### config.mk
export PLATFORM = sky130hd
export DESIGN_NAME = http_chunked_body_decoder_unit
export DESIGN_NICKNAME = d
export VERILOG_FILES = /design/src/rtl/core/cbd_pkg.sv /design/src/rtl/core/cbd_in_stage.sv /design/src/rtl/core/cbd_parser.sv /design/src/rtl/core/cbd_out_stage.sv /design/src/rtl/core/http_chunked_body_decoder_unit.sv
export SDC_FILE = /design/constraint.sdc
export NUM_CORES = 1
export LEC_CHECK = 0
export BUFFER_PORTS_ARGS = -buffer_cell sky130_fd_sc_hd__buf_4
export CORE_UTILIZATION = 40
export CTS_CLUSTER_SIZE = 12
export DETAILED_ROUTE_END_ITERATION = 10
export PLACE_DENSITY = 0.62
export SKIP_LAST_GASP = 1
export SLEW_MARGIN = 20
export SYNTH_ARGS = -nofsm -noshare
export SYNTH_HDL_FRONTEND = slang
export SYNTH_SLANG_ARGS = --single-unit
### constraint.sdc
create_clock -name clk_i -period 3.8 [get_ports clk_i]
set_input_delay 0.19 -clock clk_i [delete_from_list [all_inputs] [get_ports clk_i]]
set_output_delay 0.19 -clock clk_i [all_outputs]
set_load 0.005 [all_outputs]
### src/rtl/core/cbd_pkg.sv
// Package for the chunked HTTP body decoder.
// Item types, result kinds and reset constants; no dependencies.

package cbd_pkg;

  // Default width of the chunk size accumulator
  localparam int unsigned DEF_SIZE_WIDTH = 32;

  // Reset value and width of the size-line digit limit register
  localparam int unsigned LIMIT_W = 4;
  localparam logic [LIMIT_W-1:0] LIMIT_RESET = 4'd6;

  // Result kinds
  typedef enum logic [1:0] {
    KIND_BYTE = 2'd0,
    KIND_DONE = 2'd1,
    KIND_BAD  = 2'd2
  } kind_e;

  // One raw input item
  typedef struct packed {
    logic [7:0] data_byte;
    logic       new_message;
  } in_item_t;

  // One result item
  typedef struct packed {
    kind_e      result_kind;
    logic [7:0] body_byte;
  } out_item_t;

endpackage

### src/rtl/core/cbd_in_stage.sv
// Input register of the chunked body decoder.
// Holds one accepted item until the parser takes it; uses cbd_pkg.

module cbd_in_stage (
  input  logic              clk_i,
  input  logic              rst_ni,
  input  logic              in_valid_i,
  input  cbd_pkg::in_item_t in_item_i,
  output logic              in_stall_o,
  input  logic              take_i,
  output logic              held_valid_o,
  output cbd_pkg::in_item_t held_item_o
);
  import cbd_pkg::*;

  logic     valid_q, valid_d;
  in_item_t item_q;
  logic     accept;

  // Stall only when the held item cannot move on this cycle
  assign in_stall_o = valid_q && !take_i;
  assign accept     = in_valid_i && !in_stall_o;

  always_comb begin
    valid_d = valid_q;
    if (accept) begin
      valid_d = 1'b1;
    end else if (take_i) begin
      valid_d = 1'b0;
    end
  end

  always_ff @(posedge clk_i or negedge rst_ni) begin
    if (!rst_ni) begin
      valid_q <= 1'b0;
    end else begin
      valid_q <= valid_d;
    end
  end

  // Payload needs no reset
  always_ff @(posedge clk_i) begin
    if (accept) begin
      item_q <= in_item_i;
    end
  end

  assign held_valid_o = valid_q;
  assign held_item_o  = item_q;

endmodule

### src/rtl/core/cbd_parser.sv
// Chunk framing parser: parser state and the per-byte update.
// One item is consumed per enabled cycle; uses cbd_pkg.

module cbd_parser #(
  parameter int unsigned SIZE_WIDTH = cbd_pkg::DEF_SIZE_WIDTH
) (
  input  logic                          clk_i,
  input  logic                          rst_ni,
  input  logic                          en_i,
  input  cbd_pkg::in_item_t             item_i,
  input  logic [cbd_pkg::LIMIT_W-1:0]   limit_i,
  output logic                          res_valid_o,
  output cbd_pkg::out_item_t            res_item_o
);
  import cbd_pkg::*;

  localparam logic [7:0] CHAR_CR = 8'h0D;
  localparam logic [7:0] CHAR_LF = 8'h0A;

  // Framing phase, one-hot
  typedef enum logic [3:0] {
    PH_SIZE     = 4'b0001,
    PH_DATA     = 4'b0010,
    PH_DATA_END = 4'b0100,
    PH_LAST_END = 4'b1000
  } phase_e;

  typedef enum logic [1:0] {
    ST_NONE  = 2'd0,
    ST_DONE  = 2'd1,
    ST_ERROR = 2'd2
  } status_e;

  phase_e                phase_q, phase_d, ph;
  logic [SIZE_WIDTH-1:0] rem_q, rem_d, rem, rem_dec;
  logic [3:0]            cnt_q, cnt_d, cnt;
  logic                  term_q, term_d, term;
  status_e               stat_q, stat_d, stat;
  logic [3:0]            lim;
  logic                  is_hex;
  logic [3:0]            hex_val;
  logic                  bad;
  logic [7:0]            c;

  // Hex digit decode
  always_comb begin
    c       = item_i.data_byte;
    is_hex  = 1'b1;
    hex_val = 4'd0;
    if (c >= 8'h30 && c <= 8'h39) begin
      hex_val = 4'(c - 8'h30);
    end else if (c >= 8'h61 && c <= 8'h66) begin
      hex_val = 4'(c - 8'h57);
    end else if (c >= 8'h41 && c <= 8'h46) begin
      hex_val = 4'(c - 8'h37);
    end else begin
      is_hex = 1'b0;
    end
  end

  // Digit limit clamped to 1..8
  always_comb begin
    if (limit_i == '0) begin
      lim = 4'd1;
    end else if (limit_i > 4'd8) begin
      lim = 4'd8;
    end else begin
      lim = limit_i;
    end
  end

  // State as seen by this item: a new message starts from clear state
  always_comb begin
    if (item_i.new_message) begin
      ph   = PH_SIZE;
      rem  = '0;
      cnt  = 4'd0;
      term = 1'b0;
      stat = ST_NONE;
    end else begin
      ph   = phase_q;
      rem  = rem_q;
      cnt  = cnt_q;
      term = term_q;
      stat = stat_q;
    end
  end

  assign rem_dec = rem - 1'b1;

  // Per-byte framing step
  always_comb begin
    phase_d     = ph;
    rem_d       = rem;
    cnt_d       = cnt;
    term_d      = term;
    stat_d      = stat;
    bad         = 1'b0;
    res_valid_o = 1'b0;
    res_item_o  = '{result_kind: KIND_BYTE, body_byte: 8'd0};
    if (stat == ST_NONE) begin
      unique case (ph)
        PH_SIZE: begin
          if (term) begin
            if (c != CHAR_LF) begin
              bad = 1'b1;
            end else begin
              term_d = 1'b0;
              cnt_d  = 4'd0;
              if (rem == '0) begin
                if (cnt != 4'd1) begin
                  bad = 1'b1;
                end else begin
                  phase_d = PH_LAST_END;
                end
              end else begin
                phase_d = PH_DATA;
              end
            end
          end else if (c == CHAR_CR) begin
            if (cnt == 4'd0) begin
              bad = 1'b1;
            end else begin
              term_d = 1'b1;
            end
          end else if (!is_hex || cnt >= lim || (|rem[SIZE_WIDTH-1 -: 4])) begin
            bad = 1'b1;
          end else begin
            rem_d = {rem[SIZE_WIDTH-5:0], hex_val};
            cnt_d = cnt + 4'd1;
          end
        end
        PH_DATA: begin
          rem_d = rem_dec;
          if (rem_dec == '0) begin
            phase_d = PH_DATA_END;
          end
          res_valid_o = 1'b1;
          res_item_o  = '{result_kind: KIND_BYTE, body_byte: c};
        end
        PH_DATA_END, PH_LAST_END: begin
          if (!term) begin
            if (c != CHAR_CR) begin
              bad = 1'b1;
            end else begin
              term_d = 1'b1;
            end
          end else if (c != CHAR_LF) begin
            bad = 1'b1;
          end else begin
            term_d = 1'b0;
            if (ph == PH_LAST_END) begin
              stat_d      = ST_DONE;
              res_valid_o = 1'b1;
              res_item_o  = '{result_kind: KIND_DONE, body_byte: 8'd0};
            end else begin
              phase_d = PH_SIZE;
              rem_d   = '0;
              cnt_d   = 4'd0;
            end
          end
        end
        default: begin
          bad = 1'b1;
        end
      endcase
      // Framing fault: one bad-request result, then silent
      if (bad) begin
        stat_d      = ST_ERROR;
        res_valid_o = 1'b1;
        res_item_o  = '{result_kind: KIND_BAD, body_byte: 8'd0};
      end
    end
  end

  always_ff @(posedge clk_i or negedge rst_ni) begin
    if (!rst_ni) begin
      phase_q <= PH_SIZE;
      rem_q   <= '0;
      cnt_q   <= 4'd0;
      term_q  <= 1'b0;
      stat_q  <= ST_NONE;
    end else if (en_i) begin
      phase_q <= phase_d;
      rem_q   <= rem_d;
      cnt_q   <= cnt_d;
      term_q  <= term_d;
      stat_q  <= stat_d;
    end
  end

  // A finished or failed message stays silent until restarted
  assert property (@(posedge clk_i) disable iff (!rst_ni)
    (en_i && stat_q != ST_NONE && !item_i.new_message) |-> !res_valid_o)
    else $error("cbd_parser: result after completion or error");

  // Data phase always has bytes still due
  assert property (@(posedge clk_i) disable iff (!rst_ni)
    (phase_q == PH_DATA) |-> (rem_q != '0))
    else $error("cbd_parser: data phase with zero bytes remaining");

endmodule

### src/rtl/core/cbd_out_stage.sv
// Result register of the chunked body decoder.
// Holds one result until the receiver takes it; uses cbd_pkg.

module cbd_out_stage (
  input  logic               clk_i,
  input  logic               rst_ni,
  input  logic               load_i,
  input  cbd_pkg::out_item_t item_i,
  output logic               ready_o,
  output logic               out_valid_o,
  output cbd_pkg::out_item_t out_item_o,
  input  logic               out_stall_i
);
  import cbd_pkg::*;

  logic      valid_q, valid_d;
  out_item_t item_q;

  // Free, or emptying this cycle
  assign ready_o = !valid_q || !out_stall_i;

  always_comb begin
    valid_d = valid_q;
    if (load_i) begin
      valid_d = 1'b1;
    end else if (!out_stall_i) begin
      valid_d = 1'b0;
    end
  end

  always_ff @(posedge clk_i or negedge rst_ni) begin
    if (!rst_ni) begin
      valid_q <= 1'b0;
    end else begin
      valid_q <= valid_d;
    end
  end

  always_ff @(posedge clk_i) begin
    if (load_i) begin
      item_q <= item_i;
    end
  end

  assign out_valid_o = valid_q;
  assign out_item_o  = item_q;

endmodule

### src/rtl/core/http_chunked_body_decoder_unit.sv
// Chunked HTTP body decoder, top level.
// Input register, framing parser and result register; uses cbd_pkg.
//
// Usage: raw body bytes enter on the in_* channel, one byte per item, with
// new_message set on the first byte of each body. Each data byte comes out
// as a KIND_BYTE item on the out_* channel; a well-formed final chunk gives
// one KIND_DONE item and a framing fault gives one KIND_BAD item. After
// either, bytes give no result until new_message is seen again.
// Path: an accepted item waits in the input register; it is parsed when
// the result register can take a result, and any result it gives is loaded
// there and offered on the out_* channel.
// Throughput: one item per cycle while the receiver does not stall; the
// parser state update per byte is the only loop.
// Stall: while the receiver stalls a waiting result, one more item is still
// accepted into the input register; only then is in_stall_o raised.
// Reset: parser returns to the size line with no error, both registers
// empty, and the digit limit goes to 6. The cfg channel writes the digit
// limit and is always ready; write it only while no item is in flight.

module http_chunked_body_decoder_unit #(
  parameter int unsigned SIZE_WIDTH = cbd_pkg::DEF_SIZE_WIDTH
) (
  input  logic                        clk_i,
  input  logic                        rst_ni,
  input  logic                        in_valid_i,
  input  cbd_pkg::in_item_t           in_item_i,
  output logic                        in_stall_o,
  output logic                        out_valid_o,
  output cbd_pkg::out_item_t          out_item_o,
  input  logic                        out_stall_i,
  input  logic                        cfg_valid_i,
  output logic                        cfg_ready_o,
  input  logic [cbd_pkg::LIMIT_W-1:0] cfg_data_i
);
  import cbd_pkg::*;

  logic [LIMIT_W-1:0] limit_q;
  logic               held_valid;
  in_item_t           held_item;
  logic               out_ready;
  logic               advance;
  logic               res_valid;
  out_item_t          res_item;

  // Digit limit register
  assign cfg_ready_o = 1'b1;

  always_ff @(posedge clk_i or negedge rst_ni) begin
    if (!rst_ni) begin
      limit_q <= LIMIT_RESET;
    end else if (cfg_valid_i && cfg_ready_o) begin
      limit_q <= cfg_data_i;
    end
  end

  // Held item moves on whenever the result register can take a result
  assign advance = held_valid && out_ready;

  cbd_in_stage u_in_stage (
    .clk_i        (clk_i),
    .rst_ni       (rst_ni),
    .in_valid_i   (in_valid_i),
    .in_item_i    (in_item_i),
    .in_stall_o   (in_stall_o),
    .take_i       (advance),
    .held_valid_o (held_valid),
    .held_item_o  (held_item)
  );

  cbd_parser #(
    .SIZE_WIDTH (SIZE_WIDTH)
  ) u_parser (
    .clk_i       (clk_i),
    .rst_ni      (rst_ni),
    .en_i        (advance),
    .item_i      (held_item),
    .limit_i     (limit_q),
    .res_valid_o (res_valid),
    .res_item_o  (res_item)
  );

  cbd_out_stage u_out_stage (
    .clk_i       (clk_i),
    .rst_ni      (rst_ni),
    .load_i      (advance && res_valid),
    .item_i      (res_item),
    .ready_o     (out_ready),
    .out_valid_o (out_valid_o),
    .out_item_o  (out_item_o),
    .out_stall_i (out_stall_i)
  );

  // Back-pressure only arises from a stalled result
  assert property (@(posedge clk_i) disable iff (!rst_ni)
    in_stall_o |-> (out_valid_o && out_stall_i))
    else $error("cbd: input stalled without output back-pressure");

  // Only body bytes carry a payload byte
  assert property (@(posedge clk_i) disable iff (!rst_ni)
    (out_valid_o && out_item_o.result_kind != KIND_BYTE) |-> (out_item_o.body_byte == 8'd0))
    else $error("cbd: non-byte result with nonzero payload");

endmodule
# ---- Word level (Yosys, flattened, before mapping)
# Cells that the tools add are included.
dict set report op_classes {
  n_addsub 5
  mul 0
  div 0
  magnitude_cmp 8
  eq_ne 9
  shifts 0
  mux 80
  n_bitwise 1
  n_reduce_logical 24
}
# op count
set ops {}
lappend ops {{$mux W32} 8}
lappend ops {{$mux W4} 24}
lappend ops {{$pmux W32 S3} 1}
lappend ops {{$logic_not A32 Y1} 2}
lappend ops {{$sub A32 B1 Y32 const B} 1}
lappend ops {{$mux W1} 30}
lappend ops {{$mux W10} 3}
lappend ops {{$pmux W10 S2} 1}
lappend ops {{$ge A8 B7 Y1 const B} 2}
lappend ops {{$le A8 B7 Y1 const B} 2}
lappend ops {{$ne A8 B4 Y1 const B} 2}
lappend ops {{$mux W2} 7}
lappend ops {{$pmux W4 S3} 1}
lappend ops {{$mux W9} 1}
lappend ops {{$eq A8 B4 Y1 const B} 1}
lappend ops {{$ge A8 B6 Y1 const B} 1}
lappend ops {{$le A8 B6 Y1 const B} 1}
lappend ops {{$logic_not A4 Y1} 2}
lappend ops {{$pmux W4 S2} 1}
lappend ops {{$sub A4 B3 Y4 const B} 2}
lappend ops {{$logic_and A1 B1 Y1} 7}
lappend ops {{$logic_not A1 Y1} 5}
lappend ops {{$add A4 B1 Y4 const B} 1}
lappend ops {{$eq A4 B1 Y1 const B} 1}
lappend ops {{other kinds (16)} 20}
dict set report totals {
  reg_bits 68
  latch_bits 0
  ramBits 0
  romBits 0
  input_bits 18
  output_inout_bits 13
  word_cells 140
  n_memories 0
}

# ---- Logic depth before layout (Yosys ltp)
dict set report logic_depth {
  ltp_word 17
  ltp_mapped 14
  mapped_depth_nobuf 11
}

# ---- Hierarchy
# A second synthesis with hierarchy kept.
dict set report unflattened {
  hier_cells 577
  area_unflattened_um2 4788.3
}
# mod n_inst cells_each area_each_um2 seq_area_each_um2
set modules_own_cells {}
lappend modules_own_cells {cbd_parser 1 538 3952.5 1077.3}
lappend modules_own_cells {cbd_out_stage 1 13 336.6 325.3}
lappend modules_own_cells {cbd_in_stage 1 14 327.8 295.3}
lappend modules_own_cells {http_chunked_body_decoder_unit 1 12 171.4 102.6}

# ---- Worst setup path after synthesis
# Ideal clock, no wire load.
dict set report synth_path {
  path_type {flip-flop to flip-flop}
  from {register u_in_stage.item_q, in the netlist u_in_stage.held_item_o[0]}
  to {register u_out_stage.item_q, in the netlist u_out_stage.out_item_o[0], enable pin}
  setup_time_ps 385
  t_arrival_ps 2833
  required_time_ps 3415
  setup_slack_ps 582
  path_stages_with_launch 11
  path_buffers 3
  synth_period_minus_slack_ps 3218
  cell_sequence {edfxtp_1 -> clkbuf_1 -> clkbuf_1 -> clkbuf_1 -> nor2b_1 -> ha_1 -> a211oi_1 -> o221ai_2 -> o211ai_1 -> nor3b_2 -> a31oi_1}
}
dict set report synth_between {
  elab_chain_len 12
  word_cells_on_any_way 35
  classes_between {order compare (1); eq/ne (5); mux (21); reduce/logical (8)}
}
# element line
set synth_lines {}
lappend synth_lines {{start: declaration} cbd_in_stage.sv:17} ;# in_item_t item_q;
lappend synth_lines {{start signal: assignment} cbd_in_stage.sv:44} ;# item_q <= in_item_i;
lappend synth_lines {{$mux W4} cbd_parser.sv:74} ;# if (item_i.new_message) begin
lappend synth_lines {{$ge A4 B4 Y1} cbd_parser.sv:126} ;# end else if (!is_hex || cnt >= lim || (|rem[SIZE_WIDTH-1 -: 4])) begin
lappend synth_lines {{$logic_or A1 B1 Y1 (2 in a row)} cbd_parser.sv:126}
lappend synth_lines {{$mux W1} cbd_parser.sv:126}
lappend synth_lines {{$mux W1} cbd_parser.sv:120} ;# end else if (c == CHAR_CR) begin
lappend synth_lines {{$mux W1} cbd_parser.sv:104} ;# if (term) begin
lappend synth_lines {{$pmux W1 S3} cbd_parser.sv:102} ;# unique case (ph)
lappend synth_lines {{$mux W1} cbd_parser.sv:101} ;# if (stat == ST_NONE) begin
lappend synth_lines {{$mux W1} cbd_parser.sv:168} ;# if (bad) begin
lappend synth_lines {{$mux W1 *} cbd_parser.sv:101}
lappend synth_lines {{$logic_and A1 B1 Y1 *} http_chunked_body_decoder_unit.sv:85} ;# .load_i (advance && res_valid),
lappend synth_lines {{net u_out_stage.load_i} cbd_out_stage.sv:7} ;# input logic load_i,
lappend synth_lines {{end signal: assignment} cbd_out_stage.sv:41} ;# item_q <= item_i;
lappend synth_lines {{end: declaration} cbd_out_stage.sv:17} ;# out_item_t item_q;
# Mark *: on every way through the listed nets, which the timed path passes. The rest lies on a longest branch. The select of a mux whose other input is x is not followed.
# A chain may end at the register's enable or synchronous reset.

# ---- Worst setup path after layout
dict set report layout_path {
  from {register u_in_stage.item_q, in the netlist u_in_stage.held_item_o[0]}
  to {register u_parser.rem_q[13]}
}
dict set report layout_between {
  elab_chain_len 9
  word_cells_on_any_way 24
  classes_between {add/sub (1); order compare (1); eq/ne (4); mux (13); reduce/logical (5)}
}
# element line
set layout_lines {}
lappend layout_lines {{branches (longest 8 deep; another with $sub A32 B1 Y32)} n/a}
lappend layout_lines {{$mux W32 *} cbd_parser.sv:101}
lappend layout_lines {{end signal: assignment} cbd_parser.sv:185} ;# rem_q <= rem_d;
lappend layout_lines {{end: declaration} cbd_parser.sv:35} ;# logic [SIZE_WIDTH-1:0] rem_q, rem_d, rem, rem_dec;
# Mark *: on every way between the ends.

==> flow_summary_export.csv <==
group,metric,value,unit
grt,grt_pass1_vias,4090,
yosys,synth-async-reset-ratio,0.721,
critical_path,crit_slowest_cell,"and2_1",
clocking,cts-buffers-inserted,9,
routing,drt-initial-drc-count,470,
timing,fin_worst_skew,6.15,ps
critical_path,reg2reg_depth,10,
yosys,ys.flop_type,"dfrtp_1",
grt,top_usage_layer,"met2",
outcome,status,"finished, final reports clean",
layout,postLayoutCellArea,5200,um2
layout,fill_cells,1022,
clocking,clk_latency,340,ps
grt,grt_pass1_wl,21800,um
grt,use_met3,0.0454,
clocking,cts_setup_buffers,0,
yosys,ys.warnings.count,0,
clocking,path_clk_slew,60,ps
placed_design,numPortBuffers,29,
hold_path,whs_path_depth,1,
clocking,clock-sinks,68,
yosys,postSynthAreaPerCell,8.68,um2
layout,antennaDiodeCount,0,
placed_design,place_area,4880,um2
layout,drive_above_1_share,0.134,
floorplanning,start_util,0.416,
yosys,synth_edf_count,19,
yosys,netlist_area,4570,um2
critical_path,cp.arrival,3700,ps
floorplanning,rows,38,
timing,setup_violations,0,
placed_design,dp_hpwl,9150,um
routing,ant_nets,0,
timing,worst_pin_slew,936,ps
grt,overflow,0,
timing,rsz0062_at_grt,"false",
critical_path,setup.worst_path.start,"u_in_stage.held_item_o[0]",
timing,timing.final.max_slew_violations,0,
grt,antenna_found_initial,0,
floorplanning,dieArea,11900,um2
critical_path,cp-start-kind,"flip-flop",
hold_path,hold_class,"primary input to flip-flop",
routing,routed-via-count,4281,
flow_run,maxCapViolations,0,
grt,use_met1,0.339,
timing,final_hold_viol_count,0,
floorplanning,core_area,11000,um2
critical_path,critPathCaptureType,"flip-flop",
yosys,ys_types,74,
floorplanning,die_w,109,um
critical_path,crit_required,4050,ps
critical_path,path_max_fanout,15,
timing,relSlewSlack,0.376,
routing,drt-pass1-iter-count,5,
critical_path,r2r_start,"u_in_stage.held_item_o[0]",
grt,grt_max_degree,50,
power,leakagePower,2.18,nW
timing,max_freq,290,MHz
routing,drc,0,
timing,min_period_over_period,0.909,
timing,fin_tns_setup,0,ps
yosys,synth_seq_cells,68,
routing,vias_per_cell,6.24,
yosys,synth_cells,526,
power,vdd_drop_max,0.459,mV
clocking,clockRootBuffer,"clkbuf_16",
timing,period_minus_slack,3450,ps
clocking,cts_max_level,3,
yosys,synth_fp_nets,556,
placed_design,place_ws,444,ps
critical_path,critical_path.cell_chain,"nor2b_1, inv_1, ha_1, nand2b_1, a211oi_1, o221ai_2, nor3_4, and2_1, a22oi_1, o21ai_0",
clocking,clk_path_buf_depth,2,
clocking,cts_tree,"done",
grt,grt.total_usage,0.242,
power,power-per-cell-area,838,nW/um2
layout,syn2layout_area_growth,13.9,%
power,power,4.36,mW
routing,wire_per_inst,19.6,um
layout,nets,571,
timing,timing.hold.ws,28.0,ps
critical_path,critPathKind,"flip-flop to flip-flop",
grt,grtUsageMet2,0.366,
placed_design,gp_congestion,0.868,
hold_path,min_from,"in_item_i[6]",
routing,wirelength,13500,um
timing,setup_ws,347,ps
critical_path,worst_path_largest_cell_delay,590,ps
floorplanning,boundaryPins,31,
floorplanning,die_y,109,um
yosys,ys_seq_area_frac,0.394,
==> what timing repair did <==
item / 4_1_cts / 5_1_grt
hold buffers: 1 / 0
hold endpoints to repair: 46 / 0
resized for setup: 0 / 0
==> critical path: cells and delay by family, from the launching register on <==
kind	cells	cell delay, ps
DFF	1	410
buffers and inverters	1	150
AOI/OAI and AO/OA	4	1000
and+or+nand+nor	4	1470
adders and majority gates	1	320
==> per-layer routing <==
layer,vias up,wire length [um],share of wire
li1,1998,-,-
met1,2101,6170,0.46
met2,168,6180,0.46
met3,14,924,0.069
met4,0,187,0.014
met5,-,0,0
==> kinds of logic after synthesis <==
kind of cell	Yosys count	share of synthesized area
other cells	1	0.000821
xor+xnor	17	0.0326
fa+ha+maj	12	0.0329
buf+inv	50	0.0457
mux	8	0.0189
simple gates	209	0.241
compound gates	161	0.234
flops	68	0.394
==> sequential cells by signal (all words and copies together) (netlist names) <==
signal and count:
u_parser.stat_q 2, limit_q 4, u_in_stage.held_valid_o 1, u_parser.rem_q 32, u_out_stage.out_valid_o 1, u_in_stage.held_item_o 9
u_parser.cnt_q 4, u_parser.term_q 1, u_parser.phase_q 4, u_out_stage.out_item_o 10
==> synth_stat cells, types with 5 or more instances <==
cell type	number	area [um2]
nand2_1	61	229
dfrtp_1	46	1150
a21oi_1	35	175
nor2_1	35	131
o21ai_0	29	145
clkbuf_1	28	105
edfxtp_1	19	571
nor3_1	17	85.1
and3_1	15	93.8
xnor2_1	14	123
nand3_1	13	65.1
nor4_1	13	81.3
ha_1	12	150
inv_1	12	45.0
o21ai_1	12	60.1
nor2b_1	11	68.8
a31oi_1	10	62.6
a22oi_1	8	60.1
nand4_1	7	43.8
a21o_1	6	45.0
a221o_1	6	60.1
o31ai_1	6	45.0
a211oi_1	5	37.5
and2_1	5	31.3
buf_2	5	25.0
o21a_1	5	37.5
o22ai_1	5	31.3
or3_1	5	31.3
==> worst paths after layout <==
path / endpoint / slack [ps]
setup / recovery: u_parser.rem_q[13] / 350
hold / removal: u_in_stage.held_item_o[6] / 30
setup reg to reg: u_parser.rem_q[13] / 350
hold reg to reg: limit_q[0] / 520
max in group asynchronous: u_parser.rem_q[26] / 2900
min in group asynchronous: u_parser.rem_q[1] / 450
==> metrics by stage <==
stage / cells / util
after floorplan: 526 / -
after global placement: 669 / 0.445
after detailed placement: 669 / 0.445
after CTS: 686 / 0.474
after global routing: 686 / 0.474
final: 686 / 0.474
==> area by class of cell <==
class | instances | area, um2 | area share
Multi-Input combinational cell | 408 | 2560 | 0.492
Sequential cell | 68 | 1800 | 0.346
Timing Repair Buffer | 41 | 310 | 0.0596
Clock buffer | 11 | 233 | 0.0447
Tap cell | 140 | 175 | 0.0337
Clock inverter | 5 | 76.3 | 0.0147
Inverter | 13 | 48.8 | 0.00938
==> power breakdown <==
group	total, mW	internal, mW	switching (mW)
combinational	2.29	0.875	1.41
clock	0.894	0.572	0.323
sequential	1.18	0.932	0.244
total	4.36	2.38	1.98
==> placed cells by master, fill, tap and decap left out, types with 4 or more instances in the layout <==
master,netlist,layout
nand2_1,61,61
dfrtp_1,46,46
buf_4,2,40
nor2_1,35,35
a21oi_1,35,35
o21ai_0,29,29
edfxtp_1,19,19
nor3_1,17,17
and3_1,15,15
xnor2_1,14,14
nand3_1,13,13
nor4_1,13,13
inv_1,12,12
o21ai_1,12,12
ha_1,12,12
nor2b_1,11,11
a31oi_1,10,10
clkbuf_16,0,9
a22oi_1,8,8
nand4_1,7,7
a21o_1,6,6
a221o_1,6,6
o31ai_1,6,6
or3_1,5,5
a211oi_1,5,5
and2_1,5,5
o21a_1,5,5
o22ai_1,5,5
o211ai_1,4,4
nand2b_1,4,4
mux2_2,4,4
(Power assumes the default switching activity.)
